$ cat src/tnc_pkg.sv
`default_nettype none
package tnc_pkg;

  localparam int CoordW     = 24;
  localparam int CoordFrac  = 8;
  localparam int NormFrac   = 14;
  localparam int AreaW      = 24;
  localparam int Lanes      = 3;

  localparam int EdgeW      = CoordW + 1;
  localparam int SumW       = CoordW + 2;
  localparam int AbsW       = SumW - 1;
  localparam int ProdW      = 2 * EdgeW;
  localparam int CrossW     = ProdW + 1;
  localparam int MagW       = ProdW;
  localparam int HalfW      = MagW / 2;
  localparam int Mag2W      = 2 * MagW;
  localparam int SqW        = Mag2W + 2;
  localparam int RemW       = SqW + 1;
  localparam int AreaSqW    = 2 * AreaW;
  localparam int LimShift   = 2 + 2 * CoordFrac;
  localparam int LimW       = AreaSqW + LimShift;

  localparam int QuoW       = 2 * NormFrac + 3;
  localparam int RootW      = (QuoW + 1) / 2;
  localparam int RadW       = 2 * RootW;
  localparam int SrW        = RootW + 2;
  localparam int NormW      = NormFrac + 2;

  // floor(a / 3) = (a * ceil(2^27 / 3)) >> 27, exact for a < 2^25
  localparam int RecipW     = 26;
  localparam int RecipShift = 27;
  localparam logic [RecipW-1:0] Recip3 = 26'd44739243;
  localparam int CprodW     = AbsW + RecipW;

  typedef enum logic [0:0] {
    RegDegArea = 1'b0
  } reg_idx_e;

  typedef struct packed {
    logic signed [CoordW-1:0] v0_x;
    logic signed [CoordW-1:0] v0_y;
    logic signed [CoordW-1:0] v0_z;
    logic signed [CoordW-1:0] v1_x;
    logic signed [CoordW-1:0] v1_y;
    logic signed [CoordW-1:0] v1_z;
    logic signed [CoordW-1:0] v2_x;
    logic signed [CoordW-1:0] v2_y;
    logic signed [CoordW-1:0] v2_z;
  } in_item_t;

  typedef struct packed {
    logic signed [CoordW-1:0] centroid_x;
    logic signed [CoordW-1:0] centroid_y;
    logic signed [CoordW-1:0] centroid_z;
    logic signed [NormW-1:0]  normal_x;
    logic signed [NormW-1:0]  normal_y;
    logic signed [NormW-1:0]  normal_z;
    logic                     is_degenerate;
  } out_item_t;

  typedef struct packed {
    logic signed [CoordW-1:0] centroid_x;
    logic signed [CoordW-1:0] centroid_y;
    logic signed [CoordW-1:0] centroid_z;
    logic [Lanes-1:0]         neg;
    logic                     zero;
    logic                     degenerate;
  } side_t;

endpackage
`default_nettype wire

$ cat src/tnc_sqrt.sv
`default_nettype none
module tnc_sqrt (
  input  wire logic                          clk_i,
  input  wire logic                          rst_ni,
  input  wire logic                          en_i,
  input  wire logic                          valid_i,
  input  wire logic [tnc_pkg::QuoW-1:0]      quo_i [tnc_pkg::Lanes],
  input  wire tnc_pkg::side_t                side_i,
  output logic                               valid_o,
  output logic [tnc_pkg::RootW-1:0]          root_o [tnc_pkg::Lanes],
  output tnc_pkg::side_t                     side_o
);
  import tnc_pkg::*;

  // digit-by-digit integer square root, one root bit per stage
  logic             vld_q  [RootW];
  logic [RadW-1:0]  rad_q  [RootW][Lanes];
  logic [SrW-1:0]   rem_q  [RootW][Lanes];
  logic [RootW-1:0] root_q [RootW][Lanes];
  side_t            side_q [RootW];

  for (genvar s = 0; s < RootW; s++) begin : g_stage
    logic             vld_in;
    side_t            side_in;
    logic [RadW-1:0]  rad_in  [Lanes];
    logic [SrW-1:0]   rem_in  [Lanes];
    logic [RootW-1:0] root_in [Lanes];
    logic [SrW-1:0]   shifted [Lanes];
    logic [SrW-1:0]   trial   [Lanes];
    logic [SrW-1:0]   rnew    [Lanes];
    logic [RootW-1:0] qnew    [Lanes];

    if (s == 0) begin : g_first
      always_comb begin
        vld_in  = valid_i;
        side_in = side_i;
        for (int l = 0; l < Lanes; l++) begin
          rad_in[l]  = RadW'(quo_i[l]);
          rem_in[l]  = '0;
          root_in[l] = '0;
        end
      end
    end else begin : g_next
      always_comb begin
        vld_in  = vld_q[s-1];
        side_in = side_q[s-1];
        for (int l = 0; l < Lanes; l++) begin
          rad_in[l]  = rad_q[s-1][l];
          rem_in[l]  = rem_q[s-1][l];
          root_in[l] = root_q[s-1][l];
        end
      end
    end

    always_comb begin
      for (int l = 0; l < Lanes; l++) begin
        shifted[l] = {rem_in[l][RootW-1:0], rad_in[l][RadW-1-2*s -: 2]};
        trial[l]   = {root_in[l], 2'b01};
        if (shifted[l] >= trial[l]) begin
          rnew[l] = shifted[l] - trial[l];
          qnew[l] = {root_in[l][RootW-2:0], 1'b1};
        end else begin
          rnew[l] = shifted[l];
          qnew[l] = {root_in[l][RootW-2:0], 1'b0};
        end
      end
    end

    always_ff @(posedge clk_i or negedge rst_ni) begin
      if (!rst_ni) begin
        vld_q[s] <= 1'b0;
      end else if (en_i) begin
        vld_q[s] <= vld_in;
      end
    end

    always_ff @(posedge clk_i) begin
      if (en_i) begin
        side_q[s] <= side_in;
        for (int l = 0; l < Lanes; l++) begin
          rad_q[s][l]  <= rad_in[l];
          rem_q[s][l]  <= rnew[l];
          root_q[s][l] <= qnew[l];
        end
      end
    end
  end

  assign valid_o = vld_q[RootW-1];
  assign root_o  = root_q[RootW-1];
  assign side_o  = side_q[RootW-1];

endmodule
`default_nettype wire
$ cat config.mk
export PLATFORM = sky130hd
export DESIGN_NAME = tnc_sqrt
export DESIGN_NICKNAME = d
export VERILOG_FILES = /design/src/tnc_pkg.sv /design/src/tnc_sqrt.sv
export SDC_FILE = /design/constraint.sdc
export NUM_CORES = 2
export LEC_CHECK = 0
export BUFFER_PORTS_ARGS = -buffer_cell sky130_fd_sc_hd__buf_2
export CELL_PAD_IN_SITES_DETAIL_PLACEMENT = 0
export CELL_PAD_IN_SITES_GLOBAL_PLACEMENT = 1
export CORE_AREA = 2 2 500 502
export DETAILED_ROUTE_END_ITERATION = 8
export DIE_AREA = 0 0 502 504
export PLACE_DENSITY_LB_ADDON = 0.1
export RECOVER_POWER = 25
export SYNTH_ARGS = -nofsm -noshare
export SYNTH_HDL_FRONTEND = slang
export SYNTH_MEMORY_MAX_BITS = 65536
export SYNTH_SLANG_ARGS = --single-unit
$ cat constraint.sdc
create_clock -name clk_i -period 2.68 [get_ports clk_i]
set_clock_uncertainty 0.2 [all_clocks]
set_input_delay 0.134 -clock clk_i [delete_from_list [all_inputs] [get_ports clk_i]]
set_output_delay 0.134 -clock clk_i [all_outputs]
set_load 0.005 [all_outputs]
==> flow_summary.ini <==
[setup_path]
arrival_time_reported_for_the_critical_path_endpoint_ns = 3.25
worstSetupPathType = reg -> reg
critPathRequiredTime_ns = 3.10
sort_of_element_at_the_end_of_the_critical_path = flip-flop
ff2ff_path_depth = 8
timing.critical_path.fanout_max = 5
critPathLaunchType = flip-flop

[global_routing]
grt_pass1_vias = 63400
number_of_antenna_violations_at_the_first_check_in_global_routing = 2
grt_first_pass_wirelength_mm = 316
globalRoute.totalOverflow = 0
track_usage_pct = 15.3
maximum_number_of_pins_on_one_net_before_global_route_repair = 136

[placement]
post-place-cells = 11700
io_buffers = 299
dpl.hpwl_mm = 131
globalplace.congestion = 0.856

[route]
firstDrtPassIters = 7
dr_total_vias = 62400
drc_violations_left = 0
viasPerCell = 4.88
drt-total-wl_mm = 198
wl_per_cell_um = 15.4
drt_iter0_markers = 2994
post_route_ant_nets = 0

[clocking]
clk_transition_reported_paths_ns = 0.06
clk_latency_ns = 0.94
htree_num_levels = 5
numClockSinks = 3030
ctsLongestPathBuffers = 4
cts_buffers = 336
cts_root_buffer = sky130_fd_sc_hd__clkbuf_16
cts_tree = done

[outcome]
violations = max-capacitance violations, max-slew violations, negative setup slack
run_status = complete, but fails checks

[sta]
tns_ns = -2.36
final-max-slew-violation-count = 37
grt_setup_unrepaired = true
final_period_minus_worst_setup_slack_ns = 2.83
setup_ws_ns = -0.153
max_freq_mhz = 353
final_hold_violating_endpoints = 0
min_period_over_period_pct = 106
measured_slew_at_the_worst_slew_check_pin_ns = 1.87
setup_viol = 45
maxSlewHeadroom_pct = -24.6

[synth]
synth_most_common_cell = sky130_fd_sc_hd__edfxtp_1
cell_variety_after_synth = 79
async_set_or_reset_flop_fraction_in_the_synthesized_netlist_pct = 0.528
syn_avg_cell_area_sq_um = 16.3
synth_area_leaders = sky130_fd_sc_hd__edfxtp_1 76%, sky130_fd_sc_hd__ha_1 4.8%, sky130_fd_sc_hd__xnor2_1 1.8%
syn_area_sq_um = 118000
synth.top_cell.area_share_pct = 76.4
post_synth_edffs = 3014
postSynth.topFlopCell = sky130_fd_sc_hd__edfxtp_1
post_synth_inst_count = 7276
synth_largest_area_cell = sky130_fd_sc_hd__edfxtp_1
postSynthRegisterBits = 3030
ys_seq_area_share_pct = 76.7
synth_common_cells = 3014 x sky130_fd_sc_hd__edfxtp_1, 537 x sky130_fd_sc_hd__inv_1, 450 x sky130_fd_sc_hd__ha_1, 408 x sky130_fd_sc_hd__nor2_1, 375 x sky130_fd_sc_hd__a21oi_1
ys_warn_count = 0

[flow_run]
drv_cap = 1

[floorplan]
placement_rows = 183
die_width_um = 502
floorplan.die.height_um = 504
fp.coreArea_sq_um = 248000
start_util_pct = 47.9
die-area_sq_um = 253000
top_level_ports = 300

[finish]
syn_to_final_growth_pct = 26.4
fin_util_pct = 60.5
final_cells = 12800
layout.nets = 9838
drive_above_1_share_pct = 25.2
final.fill_count = 18400

[power_and_ir_drop]
design_power_total_mw = 120
clock_power_share_pct = 35.9
ir_worst_vdd_v = 0.000636
total_leakage_power_nw = 57.1
power_density_nw_per_um2 = 802
power.internal_mw = 92.2
p_sw_mw = 27.9
sequentialPowerShare_pct = 49.8
combinationalPowerShare_pct = 14.4
power_switching_share_pct = 23.2

[worst_hold_path]
classification_of_the_worst_slack_hold_path = in -> async
worst paths after layout:
path / from / endpoint / slack [ns]
worst max-delay path: root_q[6][0] / rem_q[7][4] / -0.15
worst min-delay path: rst_ni / valid_o / 0.10
worst max register to register: root_q[6][0] / rem_q[7][4] / -0.15
worst min register to register: rad_q[6][71] / rad_q[7][71] / 0.18
max in group asynchronous: rst_ni / g_stage[11].vld_in / 1.70
min in group clk_i: rad_q[6][71] / rad_q[7][71] / 0.18
worst max-delay path: stages, from the launching register on:
cell and delay (ns):
sky130_fd_sc_hd__edfxtp_1 0.40, sky130_fd_sc_hd__inv_2 0.09, sky130_fd_sc_hd__ha_4 0.20, sky130_fd_sc_hd__nor2b_4 0.12, sky130_fd_sc_hd__o31a_1 0.27, sky130_fd_sc_hd__o31a_1 0.27
sky130_fd_sc_hd__o21a_1 0.20, sky130_fd_sc_hd__or4_4 0.48, sky130_fd_sc_hd__mux2_2 0.31
metal layers:
| metal | track usage (%) | routed length (um) |
|---|---|---|
| met2 | 26.0 | 98000 |
| met1 | 19.6 | 86800 |
| met3 | 2.95 | 7100 |
| met4 | 5.01 | 5670 |
| met5 | 0 | 0 |
final cells by class:
cell class | instances | area, sq um | share of cell area [%]
sequential | 3030 | 90900 | 60.7
antenna | 2 | 5.00 | 0.00334
multi-input combinational | 3632 | 28500 | 19.0
tap | 3330 | 4170 | 2.78
timing repair buffer | 1675 | 13800 | 9.19
timing repair inverter | 1 | 6.26 | 0.00418
clock buffer | 420 | 8830 | 5.89
clock inverter | 160 | 1550 | 1.03
inverter | 538 | 2020 | 1.35
power by group through the flow:
stage | registers, mW | clock network [mW] | logic, mW
floorplan | 59.8 | 0 | 9.04
global placement | 60.5 | 0 | 14.5
detailed placement | 60.6 | 0 | 14.7
CTS | 59.7 | 44.6 | 15.9
global route | 60.2 | 46.5 | 19.2
finish | 59.7 | 43.0 | 17.3
layout by cell type (no fill, tap or decap), types with 70 or more instances in the layout:
master and instances:
sky130_fd_sc_hd__edfxtp_1 3014, sky130_fd_sc_hd__buf_4 915, sky130_fd_sc_hd__inv_1 514, sky130_fd_sc_hd__nor2_1 362
sky130_fd_sc_hd__ha_1 361, sky130_fd_sc_hd__dlygate4sd3_1 347, sky130_fd_sc_hd__clkbuf_16 343, sky130_fd_sc_hd__nand2_1 316
sky130_fd_sc_hd__a21oi_1 306, sky130_fd_sc_hd__buf_2 295, sky130_fd_sc_hd__o21ai_0 245, sky130_fd_sc_hd__xnor2_1 238
sky130_fd_sc_hd__xor2_1 204, sky130_fd_sc_hd__nor3_1 110, sky130_fd_sc_hd__o21a_1 102, sky130_fd_sc_hd__a21o_1 88
sky130_fd_sc_hd__clkbuf_1 81, sky130_fd_sc_hd__mux2_2 75, sky130_fd_sc_hd__ha_4 75, sky130_fd_sc_hd__nand2b_1 70
sequential cells by signal, indices dropped and copies added, names as in the netlist:
register and flops:
rad_q 739, root_q 389, rem_q 654, g_stage.vld_in 15, side_q 1232, valid_o 1
stage by stage:
step                      setup slack [ns]  hold WS [ns]  instance area (sq um)
after floorplan                     -0.170        -0.362                 119000
after global placement              -0.444        -0.143                 131000
after detailed placement            -0.447        -0.133                 131000
after CTS                           -0.156      0.000496                 147000
after global routing                -0.214        0.0971                 150000
final                               -0.153         0.100                 150000
cells by family (layout without fill, tap and decap cells):
| logic type | after synthesis | in the layout | share of synthesized area [%] |
|---|---|---|---|
| xor+xnor | 451 | 451 | 3.33 |
| simple gates | 1430 | 1430 | 5.94 |
| flops | 3030 | 3030 | 76.7 |
| buf+inv | 618 | 2794 | 1.98 |
| mux | 112 | 112 | 1.05 |
| fa+ha+maj | 450 | 450 | 4.75 |
| other cells | 1 | 5 | 0.00317 |
| compound gates | 1184 | 1186 | 6.20 |
what timing repair did:
| item | CTS | global route |
|---|---|---|
| endpoints found under the hold margin | 2719 | 0 |
| cloned | 7 | 5 |
| pin swaps | 86 | 156 |
| resized for setup | 213 | 474 |
| hold buffers | 347 | 0 |
| setup buffers | 63 | 105 |
| setup endpoints to repair | 235 | 417 |
No activity file was read; power rests on OpenSTA's default activity.
